### src/hw/rtl/sgsc_pkg.sv
// Shared types and constants for the sequential gear shift controller.
package sgsc_pkg;

	localparam int unsigned GEAR_W = 4;
	localparam int unsigned POS_W  = 12;
	localparam int unsigned TOL_W  = 8;
	localparam int unsigned TMO_W  = 16;
	localparam int unsigned TIME_W = 32;
	localparam int unsigned CFG_IDX_W  = 3;
	localparam int unsigned CFG_DATA_W = 16;

	typedef enum logic [1:0] {
		OP_STEP = 2'd0,
		OP_UP   = 2'd1,
		OP_DOWN = 2'd2
	} op_t;

	typedef enum logic [1:0] {
		DRV_STOP = 2'd0,
		DRV_FWD  = 2'd1,
		DRV_REV  = 2'd2
	} drive_t;

	typedef enum logic [CFG_IDX_W-1:0] {
		REG_TIMEOUT   = 3'd0,
		REG_TOLERANCE = 3'd1,
		REG_REST      = 3'd2,
		REG_NEUTRAL   = 3'd3,
		REG_UPSHIFT   = 3'd4,
		REG_DOWNSHIFT = 3'd5,
		REG_TOP_GEAR  = 3'd6
	} cfg_idx_t;

	localparam logic [TMO_W-1:0]  TIMEOUT_RST   = 16'd500;
	localparam logic [TOL_W-1:0]  TOLERANCE_RST = 8'd10;
	localparam logic [POS_W-1:0]  REST_RST      = 12'd2048;
	localparam logic [POS_W-1:0]  NEUTRAL_RST   = 12'd1024;
	localparam logic [POS_W-1:0]  UPSHIFT_RST   = 12'd3072;
	localparam logic [POS_W-1:0]  DOWNSHIFT_RST = 12'd512;
	localparam logic [GEAR_W-1:0] TOP_GEAR_RST  = 4'd6;

	typedef struct packed {
		logic [TMO_W-1:0]  timeout_ms;
		logic [TOL_W-1:0]  tolerance;
		logic [POS_W-1:0]  rest_position;
		logic [POS_W-1:0]  neutral_position;
		logic [POS_W-1:0]  upshift_position;
		logic [POS_W-1:0]  downshift_position;
		logic [GEAR_W-1:0] top_gear;
	} cfg_regs_t;

	typedef struct packed {
		logic [GEAR_W-1:0] cur_gear;
		logic [GEAR_W-1:0] tgt_gear;
		logic [TIME_W-1:0] down_time;
		drive_t            drive;
		logic              cut;
	} ctrl_state_t;

	typedef struct packed {
		drive_t            drive;
		logic              cut;
		logic [GEAR_W-1:0] gear;
		logic [GEAR_W-1:0] req_gear;
		logic              changed;
		logic              failed;
	} result_t;

endpackage

### src/hw/rtl/sgsc_item_if.sv
// Input item channel: operation, feedback sample and time stamp.
interface sgsc_item_if;
	import sgsc_pkg::*;

	logic                valid;
	logic                ready;
	logic [1:0]          operation;
	logic [POS_W-1:0]    feedback;
	logic [TIME_W-1:0]   now_ms;

	modport source (output valid, operation, feedback, now_ms, input ready);
	modport sink   (input valid, operation, feedback, now_ms, output ready);
endinterface

### src/hw/rtl/sgsc_result_if.sv
// Result channel: actuator command, ignition cut, gears and event flags.
interface sgsc_result_if;
	import sgsc_pkg::*;

	logic                valid;
	logic                ready;
	logic [1:0]          drive;
	logic                spark_cut;
	logic [GEAR_W-1:0]   gear;
	logic [GEAR_W-1:0]   requested_gear;
	logic                gear_changed;
	logic                shift_failed;

	modport source (output valid, drive, spark_cut, gear, requested_gear, gear_changed,
		shift_failed, input ready);
	modport sink   (input valid, drive, spark_cut, gear, requested_gear, gear_changed,
		shift_failed, output ready);
endinterface

### src/hw/rtl/sgsc_cfg_if.sv
// Configuration write channel: register index and write data.
interface sgsc_cfg_if;
	import sgsc_pkg::*;

	logic                  valid;
	logic                  ready;
	logic [CFG_IDX_W-1:0]  index;
	logic [CFG_DATA_W-1:0] data;

	modport source (output valid, index, data, input ready);
	modport sink   (input valid, index, data, output ready);
endinterface

### src/hw/rtl/sgsc_step.sv
// Next-state and result logic for one input item.
module sgsc_step import sgsc_pkg::*; (
	input  cfg_regs_t         cfg,
	input  ctrl_state_t       st,
	input  logic [1:0]        operation,
	input  logic [POS_W-1:0]  feedback,
	input  logic [TIME_W-1:0] now_ms,
	output ctrl_state_t       nxt,
	output result_t           res
);

	logic [POS_W:0]    fb_ext;
	logic [POS_W:0]    tol_ext;
	logic [TIME_W-1:0] elapsed;
	logic              timed_out;
	logic              near_rest;
	logic              near_goal;
	logic [POS_W-1:0]  up_goal;
	logic [POS_W-1:0]  down_goal;
	logic [POS_W-1:0]  goal;
	logic              going_up;
	logic              changed;
	logic              failed;
	drive_t            rest_drive;

	// Strict window: target - tol < fb < target + tol, no overflow at 13 bits.
	function automatic logic in_window(input logic [POS_W:0] f, input logic [POS_W:0] e,
		input logic [POS_W-1:0] t);
		logic [POS_W:0] t_ext;
		t_ext = {1'b0, t};
		return ((f + e) > t_ext) && (f < (t_ext + e));
	endfunction

	always_comb begin
		fb_ext    = {1'b0, feedback};
		tol_ext   = {{(POS_W + 1 - TOL_W){1'b0}}, cfg.tolerance};
		elapsed   = now_ms - st.down_time;
		timed_out = elapsed > {{(TIME_W - TMO_W){1'b0}}, cfg.timeout_ms};
		near_rest = in_window(fb_ext, tol_ext, cfg.rest_position);
		going_up  = st.tgt_gear > st.cur_gear;
		up_goal   = (st.cur_gear == '0) ? cfg.downshift_position : cfg.upshift_position;
		down_goal = (st.cur_gear == GEAR_W'(1)) ? cfg.neutral_position
			: cfg.downshift_position;
		goal      = going_up ? up_goal : down_goal;
		near_goal = in_window(fb_ext, tol_ext, goal);

		priority if (near_rest) begin
			rest_drive = DRV_STOP;
		end else if (feedback < cfg.rest_position) begin
			rest_drive = DRV_REV;
		end else begin
			rest_drive = DRV_FWD;
		end
	end

	always_comb begin
		nxt     = st;
		changed = 1'b0;
		failed  = 1'b0;
		unique case (operation)
			OP_UP: begin
				if (st.tgt_gear < cfg.top_gear) begin
					nxt.tgt_gear = st.tgt_gear + GEAR_W'(1);
				end
			end
			OP_DOWN: begin
				if (st.tgt_gear != '0) begin
					nxt.tgt_gear  = st.tgt_gear - GEAR_W'(1);
					nxt.down_time = now_ms;
				end
			end
			OP_STEP: begin
				if (going_up && (st.cur_gear < cfg.top_gear)) begin
					nxt.cut   = 1'b1;
					nxt.drive = (st.cur_gear == '0) ? DRV_FWD : DRV_REV;
					if (near_goal) begin
						nxt.cur_gear = st.cur_gear + GEAR_W'(1);
						nxt.cut      = 1'b0;
						changed      = 1'b1;
					end
				end else if (!going_up && (st.tgt_gear < st.cur_gear) && !timed_out) begin
					nxt.cut   = 1'b1;
					nxt.drive = (st.cur_gear == GEAR_W'(1)) ? DRV_REV : DRV_FWD;
					if (near_goal) begin
						nxt.cur_gear = st.cur_gear - GEAR_W'(1);
						nxt.cut      = 1'b0;
						changed      = 1'b1;
					end
				end else begin
					// return to rest; a stale downshift is dropped here
					if (!going_up && (st.tgt_gear < st.cur_gear)) begin
						nxt.tgt_gear = st.cur_gear;
						failed       = 1'b1;
					end
					nxt.cut   = 1'b0;
					nxt.drive = rest_drive;
				end
			end
			default: begin
			end
		endcase

		res.drive    = nxt.drive;
		res.cut      = nxt.cut;
		res.gear     = nxt.cur_gear;
		res.req_gear = nxt.tgt_gear;
		res.changed  = changed;
		res.failed   = failed;
	end

endmodule

### src/hw/rtl/sequential_gear_shift_controller_unit.sv
// Sequential gear shift controller: input register, step logic, result register.
// An accepted item is held in the input register, then its result in the result register.
// Throughput: one item per cycle unless the result stalls; gear state updates once per item.
// Either register stage advances when the next one is empty or being drained.
// Reset: gears, down-press time, drive (stopped) and ignition cut clear; configuration
// registers return to their default values; both pipeline stages are emptied.
module sequential_gear_shift_controller_unit import sgsc_pkg::*; (
	input  logic          clk,
	input  logic          arst_n,
	sgsc_item_if.sink     item,
	sgsc_result_if.source result,
	sgsc_cfg_if.sink      cfg
);

	cfg_regs_t         cfg_q;
	ctrl_state_t       state_q;
	ctrl_state_t       state_nxt;
	result_t           res_nxt;
	result_t           res_s2;
	logic              valid_s1;
	logic              valid_s2;
	logic [1:0]        op_s1;
	logic [POS_W-1:0]  fb_s1;
	logic [TIME_W-1:0] now_s1;
	logic              advance;
	logic              take_item;

	assign cfg.ready  = 1'b1;
	assign advance    = valid_s1 && (!valid_s2 || result.ready);
	assign item.ready = !valid_s1 || advance;
	assign take_item  = item.valid && item.ready;

	always_ff @(posedge clk or negedge arst_n) begin
		if (!arst_n) begin
			cfg_q.timeout_ms         <= TIMEOUT_RST;
			cfg_q.tolerance          <= TOLERANCE_RST;
			cfg_q.rest_position      <= REST_RST;
			cfg_q.neutral_position   <= NEUTRAL_RST;
			cfg_q.upshift_position   <= UPSHIFT_RST;
			cfg_q.downshift_position <= DOWNSHIFT_RST;
			cfg_q.top_gear           <= TOP_GEAR_RST;
		end else if (cfg.valid) begin
			unique case (cfg.index)
				REG_TIMEOUT:   cfg_q.timeout_ms         <= cfg.data;
				REG_TOLERANCE: cfg_q.tolerance          <= cfg.data[TOL_W-1:0];
				REG_REST:      cfg_q.rest_position      <= cfg.data[POS_W-1:0];
				REG_NEUTRAL:   cfg_q.neutral_position   <= cfg.data[POS_W-1:0];
				REG_UPSHIFT:   cfg_q.upshift_position   <= cfg.data[POS_W-1:0];
				REG_DOWNSHIFT: cfg_q.downshift_position <= cfg.data[POS_W-1:0];
				REG_TOP_GEAR:  cfg_q.top_gear           <= cfg.data[GEAR_W-1:0];
				default: begin
				end
			endcase
		end
	end

	sgsc_step u_step (
		.cfg       (cfg_q),
		.st        (state_q),
		.operation (op_s1),
		.feedback  (fb_s1),
		.now_ms    (now_s1),
		.nxt       (state_nxt),
		.res       (res_nxt)
	);

	always_ff @(posedge clk or negedge arst_n) begin
		if (!arst_n) begin
			state_q.cur_gear  <= '0;
			state_q.tgt_gear  <= '0;
			state_q.down_time <= '0;
			state_q.drive     <= DRV_STOP;
			state_q.cut       <= 1'b0;
			valid_s1          <= 1'b0;
			valid_s2          <= 1'b0;
		end else begin
			if (advance) begin
				state_q <= state_nxt;
			end
			if (item.ready) begin
				valid_s1 <= item.valid;
			end
			if (advance) begin
				valid_s2 <= 1'b1;
			end else if (result.ready) begin
				valid_s2 <= 1'b0;
			end
		end
	end

	// payload stages: hold unless a transaction moves them
	always_ff @(posedge clk) begin
		if (take_item) begin
			op_s1  <= item.operation;
			fb_s1  <= item.feedback;
			now_s1 <= item.now_ms;
		end
		if (advance) begin
			res_s2 <= res_nxt;
		end
	end

	assign result.valid          = valid_s2;
	assign result.drive          = res_s2.drive;
	assign result.spark_cut      = res_s2.cut;
	assign result.gear           = res_s2.gear;
	assign result.requested_gear = res_s2.req_gear;
	assign result.gear_changed   = res_s2.changed;
	assign result.shift_failed   = res_s2.failed;

endmodule
### src/flat_wrapper.sv
// flat-port wrapper written by rule: the top's interface ports become plain ports
module sequential_gear_shift_controller_unit_flat import sgsc_pkg::*;
  (clk, arst_n, item_valid, item_operation, item_feedback, item_now_ms, item_ready, result_valid, result_drive, result_spark_cut, result_gear, result_requested_gear, result_gear_changed, result_shift_failed, result_ready, cfg_valid, cfg_index, cfg_data, cfg_ready);
  sgsc_item_if item_i ();
  sgsc_result_if result_i ();
  sgsc_cfg_if cfg_i ();
  input  logic clk;
  input  logic arst_n;
  input wire logic [$bits(item_i.valid)-1:0] item_valid;
  input wire logic [$bits(item_i.operation)-1:0] item_operation;
  input wire logic [$bits(item_i.feedback)-1:0] item_feedback;
  input wire logic [$bits(item_i.now_ms)-1:0] item_now_ms;
  output wire logic [$bits(item_i.ready)-1:0] item_ready;
  output wire logic [$bits(result_i.valid)-1:0] result_valid;
  output wire logic [$bits(result_i.drive)-1:0] result_drive;
  output wire logic [$bits(result_i.spark_cut)-1:0] result_spark_cut;
  output wire logic [$bits(result_i.gear)-1:0] result_gear;
  output wire logic [$bits(result_i.requested_gear)-1:0] result_requested_gear;
  output wire logic [$bits(result_i.gear_changed)-1:0] result_gear_changed;
  output wire logic [$bits(result_i.shift_failed)-1:0] result_shift_failed;
  input wire logic [$bits(result_i.ready)-1:0] result_ready;
  input wire logic [$bits(cfg_i.valid)-1:0] cfg_valid;
  input wire logic [$bits(cfg_i.index)-1:0] cfg_index;
  input wire logic [$bits(cfg_i.data)-1:0] cfg_data;
  output wire logic [$bits(cfg_i.ready)-1:0] cfg_ready;
  assign item_i.valid = item_valid;
  assign item_i.operation = item_operation;
  assign item_i.feedback = item_feedback;
  assign item_i.now_ms = item_now_ms;
  assign item_ready = item_i.ready;
  assign result_valid = result_i.valid;
  assign result_drive = result_i.drive;
  assign result_spark_cut = result_i.spark_cut;
  assign result_gear = result_i.gear;
  assign result_requested_gear = result_i.requested_gear;
  assign result_gear_changed = result_i.gear_changed;
  assign result_shift_failed = result_i.shift_failed;
  assign result_i.ready = result_ready;
  assign cfg_i.valid = cfg_valid;
  assign cfg_i.index = cfg_index;
  assign cfg_i.data = cfg_data;
  assign cfg_ready = cfg_i.ready;
  sequential_gear_shift_controller_unit u_core (.clk(clk), .arst_n(arst_n), .item(item_i), .result(result_i), .cfg(cfg_i));
endmodule
### config.mk
export PLATFORM = sky130hd
export DESIGN_NAME = sequential_gear_shift_controller_unit_flat
export DESIGN_NICKNAME = d
export VERILOG_FILES = /design/src/hw/rtl/sgsc_pkg.sv /design/src/hw/rtl/sgsc_item_if.sv /design/src/hw/rtl/sgsc_result_if.sv /design/src/hw/rtl/sgsc_cfg_if.sv /design/src/hw/rtl/sgsc_step.sv /design/src/hw/rtl/sequential_gear_shift_controller_unit.sv /design/src/flat_wrapper.sv
export SDC_FILE = /design/constraint.sdc
export NUM_CORES = 1
export LEC_CHECK = 0
export ABC_AREA = 1
export BUFFER_PORTS_ARGS = -buffer_cell sky130_fd_sc_hd__buf_4
export CAP_MARGIN = 30
export CORE_UTILIZATION = 45
export CTS_CLUSTER_SIZE = 10
export DETAILED_ROUTE_END_ITERATION = 6
export HOLD_SLACK_MARGIN = 0.06
export PLACE_DENSITY = 0.69
export SLEW_MARGIN = 0
export SYNTH_ARGS = -nofsm -noshare
export SYNTH_HDL_FRONTEND = slang
export SYNTH_SLANG_ARGS = --single-unit
### constraint.sdc
create_clock -name clk -period 9.1 [get_ports clk]
set_clock_uncertainty 0.1 [all_clocks]
set_input_delay 1.82 -clock clk [delete_from_list [all_inputs] [get_ports clk]]
set_output_delay 1.82 -clock clk [all_outputs]
set_load 0.005 [all_outputs]
==> impl_metrics.tcl, run 1 <==
set metrics [dict create \
    worst_path_max_delay_cell "dfrtp_1" \
    tritoncts "built" \
    yosysTopAreaCellShare_pct 20.14 \
    post_drt_wl_per_cell_um 14.22 \
    track_usage_pct 22.08 \
    n_antenna_cell 0 \
    whs_ns 0.3845 \
    cts-root-buf "clkbuf_16" \
    drv_slew 0 \
    avgSynthCellArea_um2 7.523 \
    rr_endpoint "u_core.result.gear[2]" \
    critPathRequiredTime_ns 9.21 \
    worstSetupPathType "flip-flop to flip-flop" \
    cts_setup_buffers 0 \
    start_util_pct 45.77 \
    crit_arrival_ns 5.44 \
    yosysUniqueCellTypes 50 \
    r2r_start "u_core.state_q[40]" \
    grt_pass1_wl_mm 53.29 \
    slowest_delay_ns 0.47 \
    path_clk_slew_ns 0.07 \
    r2r_slack_ns 3.76 \
    yosysWarnings 0 \
    rsz0062_at_grt "false" \
    worst_pin_slew_ns 0.9622 \
    reg2reg_depth 33 \
    synthArstFlopShare_pct 67.22 \
    insertion_delay_ns 0.44 \
    grt_max_degree 69 \
    cp-end-kind "flip-flop" \
    cts_made_buffers 17 \
    hold_viol_final 0 \
    place_congestion 0.9218 \
    maxCapViolCount 0 \
    power_density_nw_per_um2 347.7 \
    grt_pass1_vias 11200 \
    coreArea_um2 28780 \
    crit_family "simple AND/OR/NAND/NOR gates" \
    worst_slack_ns 3.765 \
    syn_area_um2 13170 \
    die_area_um2 29960 \
    tns_ns 0 \
    syn2layout_area_growth_pct 12.28 \
    hold-path-cell-count 2 \
    hold_class "flip-flop to flip-flop" \
    die_w_um 173.1 \
    dp_cells 2198 \
    synth_edf_count 59 \
    ys_seq_elements 180 \
    synth_top_flop_cell "dfrtp_1" \
    clk_path_buf_depth 2 \
    fin_crit_sh_pct 58.63 \
    min_period_ns 5.335 \
    setup_viol 0 \
    status "completed" \
    synthesis.nets 1970 \
    postRouteAntennaNets 0 \
    num-nets-final 2053 \
    hold_path.startpoint "u_core.state_q[2]" \
    fmax_ghz 0.1874 \
    cp_max_fo 25 \
    ctsHoldBuffers 0 \
    syn_inst 1751 \
    vias 11310 \
    wl_mm 31.71 \
    ys_seq_area_share_pct 36.58 \
    final_cells 2230 \
    p_leak_nw 7.789 \
    ctsResizeCount 0 \
    drt_iter0_markers 588 \
    yosys.area.top_type "dfrtp_1" \
    cp-start-kind "flip-flop" \
    dp_hpwl_mm 25.30 \
    timing.slew.headroom_pct 35.70 \
    pin_count 86 \
    io_buffers 84 \
    first_pass_iters 5 \
    ys_top_cells_by_area "dfrtp_1 20%, nand2_1 14%, ha_1 14%" \
    crit_top_cell "nand2_1" \
    row_count 62 \
    cts.htree.levels 4 \
    grt_antenna_before_repair 0 \
    dp_slack_ns 3.808 \
    ir_worst_vdd_v 0.0001461 \
    dieHeight_um 173.1 \
    critical_path_buf_inv_count 5 \
    grt-ovfl-total 0 \
    hold_end "u_core.state_q[2]" \
    drive_gt1_share_pct 10.24 \
    cts.sinks 180 \
    routed_via_density 5.070 \
    power_mw 5.142 \
    drc 0 \
]
[cells in the mapped netlist, types with 2 or more instances]
cell and n:
o221ai_1 4, nand4_1 20, clkinv_1 2, nor2_1 129
nor3_1 12, o21ai_1 8, nand3b_1 5, nand2_2 10
ha_1 145, nand2_1 501, a21boi_0 4, nand3_1 79
o21a_1 3, o21ai_0 98, nand2_4 3, dfstp_2 15
a31oi_1 2, o211ai_1 13, a21boi_1 3, buf_6 2
a211oi_1 7, edfxtp_1 59, xnor2_1 5, o21bai_1 7
and2_1 5, dfrtp_1 106, o21ai_2 3, nor2_2 8
a21oi_1 105, mux2i_1 7, nor2_4 3, or2_2 8
a21oi_2 2, clkbuf_1 20, inv_2 10, inv_1 279
xor2_1 42, nor3_2 2, fa_1 4
[per-stage QoR]
stage          cell area [µm²]  util, %
3_3_place_gp             14190    49.32
4_1_cts                  14760    51.30
3_5_place_dp             14210    49.39
5_1_grt                  14790    51.39
2_1_floorplan            13170        -
6_report                 14790    51.39
[per-layer routing]
| layer | share of wire, % | vias to the layer above | GRT usage (%) | wire (µm) |
|---|---|---|---|---|
| met5 | 0 | - | 0 | 0 |
| met4 | 2.8 | 0 | 8.186 | 892 |
| met3 | 3.7 | 62 | 3.474 | 1158 |
| met2 | 49 | 229 | 39.30 | 15470 |
| met1 | 45 | 5219 | 26.83 | 14190 |
| li1 | - | 5795 | - | - |
[cells by family (layout without fill, tap and decap cells)]
group	count (synthesis)	count (layout)	synth area share (%)
AO/OA/AOI/OAI	261	261	11.00
XOR/XNOR	47	47	3.125
adder cells (fa/ha/maj)	149	149	14.38
buffers and inverters	316	411	9.156
flip-flops	180	180	36.58
multiplexers	8	8	0.6174
other	1	1	0.02847
AND/OR/NAND/NOR	789	789	25.11
[sequential cells by signal, summed over array words and instances (netlist names)]
name	flops
u_core.fb_s1	12
u_core.result.spark_cut	1
u_core.result.gear_changed	1
u_core.cfg_q	76
u_core.result.requested_gear	4
u_core.result.gear	4
u_core.valid_s1	1
u_core.op_s1	2
u_core.state_q	43
u_core.result.shift_failed	1
u_core.result.valid	1
u_core.now_s1	32
u_core.result.drive	2
[worst min-delay path, delay by kind of cell, from the launching register on]
family	cells	cell delay, ns
DFF	1	0.35
and+or+nand+nor	2	0.10
[layout by cell type (no fill, tap or decap), types with 3 or more instances in the layout]
cell type / count
buf_4: 87
nor2_2: 8
nor2_1: 129
o221ai_1: 4
o21ai_2: 3
a21boi_0: 4
o21ai_0: 98
inv_2: 11
o21a_1: 3
nand3_1: 79
inv_6: 5
mux2i_1: 7
xor2_1: 42
xnor2_1: 5
nand2_4: 3
fa_1: 4
dfstp_2: 15
ha_1: 145
inv_1: 278
o21ai_1: 8
nor2_4: 3
nand2_1: 500
edfxtp_1: 59
a21oi_1: 105
dfrtp_1: 106
a211oi_1: 7
or2_2: 8
nor3_1: 12
clkinv_2: 3
o211ai_1: 13
nand2_2: 11
o21bai_1: 7
nand4_1: 20
and2_1: 5
a21boi_1: 3
nand3b_1: 5
clkbuf_16: 18
[worst max path at each step]
| stage | startpoint | slack [ns] | depth (start not counted) | to |
|---|---|---|---|---|
| finish | u_core.state_q[40] | 3.76 | 33 | u_core.result.gear[2] |
| floorplan | u_core.state_q[40] | 4.11 | 35 | u_core.result.gear[2] |
| global route | u_core.state_q[40] | 3.26 | 33 | u_core.result.gear[2] |
| detailed placement | u_core.state_q[40] | 3.81 | 33 | u_core.result.gear[2] |
| global placement | u_core.state_q[40] | 3.93 | 33 | u_core.result.gear[2] |
| CTS | u_core.state_q[40] | 3.76 | 33 | u_core.result.gear[2] |
[power breakdown]
part           switching [mW]  internal, mW  leakage (nW)
Sequential              0.135          1.05          2.00
Combinational            2.03          1.21          5.51
Clock                   0.344         0.370         0.276
[final cells by class]
class / instances / area, µm²
inverters: 291 / 1092
clock buffers: 19 / 454.2
well taps: 384 / 480.5
multi-input cells: 1255 / 7151
repair buffers: 89 / 700.7
fillers: 2861 / 13990
flip-flops and latches: 180 / 4818
clock inverters: 12 / 93.84
Power figures use the tool's default switching activity.
==> inputs of run 2 (changes only) <==
- clock period: 9.1 -> 5 ns (I/O delays scaled with it)
==> run 2 against run 1 <==
Effect of this change:
- the run now ends with DRC left
- sequential share of layout area decreased by 0.54 points
- setup slack got worse by 3.5 ns
- critical path depth increased by 2
- final cell count increased by 1.2%
- first-iteration DRC count increased by 20%
- via count increased by 0.62%
- largest cell class unchanged
- highest routed layer unchanged
==> impl_metrics.tcl, run 2 (synthesized netlist as in run 1, its figures left out) <==
set metrics [dict create \
    final_common_cell "nand2_1" \
    dpl_cell_area_um2 14310 \
    whs_ns 0.3931 \
    regMostFlops "u_core.cfg_q" \
    dieHeight_um 173.1 \
    slowest_delay_ns 0.36 \
    wl_mm 32.75 \
    p_leak_nw 7.918 \
    grt_pass1_wl_mm 53.41 \
    insertion_delay_ns 0.44 \
    drive_gt1_share_pct 12.34 \
    grt_max_degree 122 \
    path_clk_slew_ns 0.07 \
    drc 3 \
    cts-root-buf "clkbuf_16" \
    cp-start-kind "flip-flop" \
    min_period_ns 4.712 \
    vias 11380 \
    largest_reg_flops 76 \
    crit_top_cell "nand2_1" \
    grt_antenna_before_repair 0 \
    critical_path_buf_inv_count 4 \
    setup_viol 0 \
    postRouteAntennaNets 0 \
    pin_count 86 \
    coreArea_um2 28780 \
    fin_crit_sh_pct 94.24 \
    place_congestion 0.9205 \
    die_area_um2 29960 \
    fin_util_pct 52.28 \
    tns_ns 0 \
    post_drt_wl_per_cell_um 14.52 \
    first_pass_iters 7 \
    cts_made_buffers 17 \
    cts.sinks 180 \
    n_antenna_cell 0 \
    stdcell_area_um2 15050 \
    maxCapViolCount 0 \
    power_density_nw_per_um2 654.6 \
    timing.slew.headroom_pct 37.76 \
    io_buffers 84 \
    die_w_um 173.1 \
    critPathRequiredTime_ns 5.10 \
    crit_family "simple AND/OR/NAND/NOR gates" \
    cp-end-kind "flip-flop" \
    num-nets-final 2078 \
    drv_slew 0 \
    grt_pass1_vias 10970 \
    syn2layout_area_growth_pct 14.22 \
    cp_max_fo 8 \
    start_util_pct 45.77 \
    hold_class "flip-flop to flip-flop" \
    fmax_ghz 0.2122 \
    worst_pin_slew_ns 0.9313 \
    worst_path_max_delay_cell "dfrtp_1" \
    dp_hpwl_mm 25.35 \
    row_count 62 \
    dp_cells 2209 \
    worst_slack_ns 0.2879 \
    crit_arrival_ns 4.81 \
    ir_worst_vdd_v 0.0003580 \
    final_cell_mix "499 x nand2_1, 276 x inv_1, 143 x ha_1" \
    status "finished, violations left" \
    routed_via_density 5.042 \
    dp_slack_ns 0.02361 \
    tritoncts "built" \
    largestRegisters "u_core.cfg_q (76), u_core.state_q (43), u_core.now_s1 (32)" \
    hold_viol_final 0 \
    worstSetupPathType "flip-flop to flip-flop" \
    power_mw 9.849 \
    grt-ovfl-total 0 \
    final_cells 2256 \
    clk_path_buf_depth 2 \
    cts.htree.levels 4 \
    violations "DRC" \
    drt_iter0_markers 703 \
    track_usage_pct 22.23 \
]
==> run 2: where the power goes <==
group / total [mW] / switching, mW / leakage [nW] / internal (mW)
clock network: 1.29 / 0.627 / 0.272 / 0.660
registers: 2.15 / 0.225 / 2.00 / 1.92
logic: 6.42 / 3.93 / 5.65 / 2.49
total: 9.85 / 4.78 / 7.92 / 5.07
==> run 2: final timing paths <==
kind                       slack [ns]  depth (start not counted)               start                     to
max in group asynchronous        3.74                          2              arst_n       u_core.cfg_q[47]
hold reg to reg                  0.39                          2   u_core.state_q[2]      u_core.state_q[2]
setup reg to reg                 0.29                         35  u_core.state_q[40]  u_core.result.gear[2]
setup / recovery                 0.29                         35  u_core.state_q[40]  u_core.result.gear[2]
min in group asynchronous        0.53                          2              arst_n     u_core.state_q[26]
hold / removal                   0.39                          2   u_core.state_q[2]      u_core.state_q[2]
==> run 2: layout make-up <==
cell class                 count  area [µm²]
sequential                   180        4821
clock inverter                12       95.09
multi-input combinational   1256        7237
timing repair buffer         113       873.3
fill                        2754       13730
clock buffer                  20       446.7
tap                          384       480.5
inverter                     291        1092
==> run 2: per-layer routing <==
layer	vias to the layer above	global-route usage [%]	part of all wire (%)
li1	5862	-	-
met1	5247	27.74	45
met2	223	39.58	50
met3	43	3.254	3.4
met4	0	6.637	2.1
met5	-	0	0
==> run 2: repair_timing <==
item / CTS / global route
endpoints found under the hold margin: 0 / 0
hold buffers: 0 / 0
gates resized for setup: 0 / 25
setup endpoints to repair: 0 / 11
setup buffers: 0 / 14
==> run 2: tightest hold or removal path, cell delays in order, from the launching register on <==
cell,delay [ns]
dfrtp_1,0.35
nand2_1,0.05
nand2_1,0.06
==> inputs of run 3 (changes only) <==
- ABC_AREA: 1 -> unset
- CORE_MARGIN: unset -> 2
- SKIP_CTS_REPAIR_TIMING: unset -> 1
==> run 3 against run 2 <==
Effect of this change:
- critical path type unchanged
- maximum frequency fell by 10%
- non-clock buffer count rose by 74
- core utilization rose by 2.8 points
- routed wire length fell by 10%
- clock power rose by 5%
- via count fell by 15%
- critical path depth fell by 13
- largest power group unchanged
- the flow finishes with violations (setup timing)
- hold slack got worse by 0.0090 ns
- power fell by 17%
- combinational power fell by 26%
- synthesized area fell by 6.7%
==> impl_metrics.tcl, run 3 <==
set metrics [dict create \
    hold_viol_final 0 \
    nFillCells 2371 \
    cts-root-buf "clkbuf_16" \
    final_cell_mix "183 x buf_4, 141 x ha_1, 105 x dfrtp_1" \
    largest_reg_flops 76 \
    pin_count 86 \
    final_cells 1736 \
    syn2layout_area_growth_pct 20.55 \
    tritoncts "built" \
    grt_pass1_vias 9445 \
    synthesis.nets 1429 \
    fmax_ghz 0.1911 \
    ys_top_cells_by_area "dfrtp_1 22%, ha_1 15%, edfxtp_1 14%" \
    ys_seq_area_share_pct 39.22 \
    syn_inst 1210 \
    regMostFlops "u_core.cfg_q" \
    cts_made_buffers 17 \
    critical_path_buf_inv_count 4 \
    power_mw 8.159 \
    synthArstFlopShare_pct 67.22 \
    final_common_cell "buf_4" \
    yosysUniqueCellTypes 86 \
    postRouteAntennaNets 0 \
    synth_edf_count 59 \
    first_pass_iters 6 \
    n_antenna_cell 0 \
    vias 9717 \
    timing.slew.headroom_pct 39.34 \
    slowest_delay_ns 0.47 \
    cp-start-kind "flip-flop" \
    drt_iter0_markers 556 \
    grt_antenna_before_repair 0 \
    p_seq_share_pct 25.1 \
    tns_ns -2.732 \
    drc 0 \
    worst_pin_slew_ns 0.9079 \
    grt_max_degree 62 \
    largestRegisters "u_core.cfg_q (76), u_core.state_q (43), u_core.now_s1 (32)" \
    drv_slew 0 \
    power.switching_fraction_pct 40.36 \
    p_comb_share_pct 58.2 \
    whs_ns 0.3841 \
    yosysMostFrequentCell "ha_1" \
    place_congestion 0.9100 \
    rsz0062_at_grt "true" \
    clk_path_buf_depth 2 \
    setup_viol 21 \
    violations "setup timing" \
    row_count 60 \
    wl_mm 29.44 \
    synthTopCellsByCount "145 x ha_1, 106 x dfrtp_1, 98 x inv_1, 91 x nand2_1, 81 x mux2_2" \
    cp-end-kind "flip-flop" \
    dp_cells 1689 \
    worstSetupPathType "flip-flop to flip-flop" \
    dieHeight_um 169.2 \
    worst_path_max_delay_cell "or4b_4" \
    num-nets-final 1601 \
    power.switching_mw 3.293 \
    drive_gt1_share_pct 27.46 \
    ir_worst_vdd_v 0.0002858 \
    worst_slack_ns -0.2333 \
    io_buffers 84 \
    status "finished, violations left" \
    crit_arrival_ns 5.40 \
    crit_path_start "u_core.now_s1[0]" \
    p_leak_nw 6.626 \
    fin_util_pct 55.11 \
    dp_hpwl_mm 22.18 \
    clkPwrFrac_pct 16.7 \
    cts.htree.levels 4 \
    min_period_ns 5.233 \
    insertion_delay_ns 0.45 \
    avgSynthCellArea_um2 10.15 \
    hold_path.startpoint "u_core.valid_s1" \
    hold_class "flip-flop to flip-flop" \
    path_clk_slew_ns 0.07 \
    power_density_nw_per_um2 550.8 \
    p_int_mw 4.866 \
    critical_path.cell_chain "inv_2, ha_4, inv_2, fa_2, a21o_1, a221o_1, a31o_2, a41oi_2, xnor2_1, ha_1, nand4_1, nor4_2, nand2_1, a32oi_1, and4_1, or4b_4, nor4_4, buf_4, buf_4, a21oi_4, a21boi_1, o31ai_2" \
    critPathRequiredTime_ns 5.16 \
    coreArea_um2 26880 \
    maxCapViolCount 0 \
    grt_pass1_wl_mm 46.85 \
    yosys.area.top_type "dfrtp_1" \
    grt-ovfl-total 0 \
    cp_max_fo 5 \
    syn_area_um2 12290 \
    cts.sinks 180 \
    track_usage_pct 20.45 \
    start_util_pct 45.72 \
    crit_family "compound AO/OA/AOI/OAI gates" \
    routed_via_density 5.597 \
    die_w_um 169.2 \
    ys_seq_elements 180 \
    post_drt_wl_per_cell_um 16.96 \
    fin_crit_sh_pct 104.7 \
    die_area_um2 28640 \
    yosysTopAreaCellShare_pct 21.59 \
    synth_top_flop_cell "dfrtp_1" \
    r2r_start "u_core.now_s1[0]" \
    yosysWarnings 0 \
]
## run 3: metrics by stage
step                area (µm²)  setup WS (ns)
finish                   14810        -0.2333
global route             14810        -0.5327
CTS                      14470        -0.3455
detailed placement       13870        -0.3110
global placement         13870        -0.1640
floorplan                12330        0.02874
## run 3: metal layers
metal	global-route usage [%]	routed length [µm]	vias to the layer above
met2	36.11	14600	196
li1	-	-	4767
met3	3.218	967	54
met1	25.70	13050	4700
met5	0	0	-
met4	6.429	823	0
## run 3: kinds of logic (layout without fill, tap and decap cells)
kind of cell	count (synthesis)	count (layout)	share of synthesized area (%)
xor gates and xnor gates	54	54	3.849
adders and majority gates	149	149	15.42
muxes	87	87	7.923
and+or+nand+nor	283	283	11.70
buffers and inverters	134	319	4.501
other	1	1	0.03052
AOI/OAI and AO/OA	322	322	17.36
DFF	180	180	39.22
## run 3: worst register-to-register path, delay by kind of cell, from the launching register on
kind                     cells  cell delay [ns]
AND/OR/NAND/NOR              6             1.44
buffers and inverters        4             0.45
adder cells (fa/ha/maj)      3             0.82
XOR/XNOR                     1             0.12
AO/OA/AOI/OAI                8             1.74
flip-flops                   1             0.38
## run 3: power groups by stage
| stage | logic (mW) | clock network (mW) | registers [mW] |
|---|---|---|---|
| global placement | 4.28 | 0 | 2.05 |
| global route | 5.29 | 1.45 | 2.08 |
| detailed placement | 4.41 | 0 | 2.07 |
| CTS | 4.45 | 1.39 | 2.04 |
| finish | 4.75 | 1.36 | 2.05 |
| floorplan | 3.11 | 0 | 2.03 |
## run 3: worst paths after layout
path,cells past startpoint,end,slack [ns]
max in group asynchronous,2,u_core.cfg_q[51],3.28
worst min-delay path,1,u_core.result.valid,0.38
worst min register to register,1,u_core.result.valid,0.38
min in group asynchronous,1,u_core.cfg_q[20],0.54
worst max register to register,22,u_core.result.drive[0],-0.23
worst max-delay path,22,u_core.result.drive[0],-0.23
## run 3: area by class of cell
type | count | area (µm²) | share of cell area, %
Clock buffer | 24 | 535.5 | 3.615
Clock inverter | 8 | 60.06 | 0.4055
Inverter | 100 | 375.4 | 2.534
Multi-Input combinational cell | 896 | 7176 | 48.45
Sequential cell | 180 | 4820 | 32.54
Tap cell | 341 | 426.7 | 2.881
Timing Repair Buffer | 187 | 1419 | 9.579
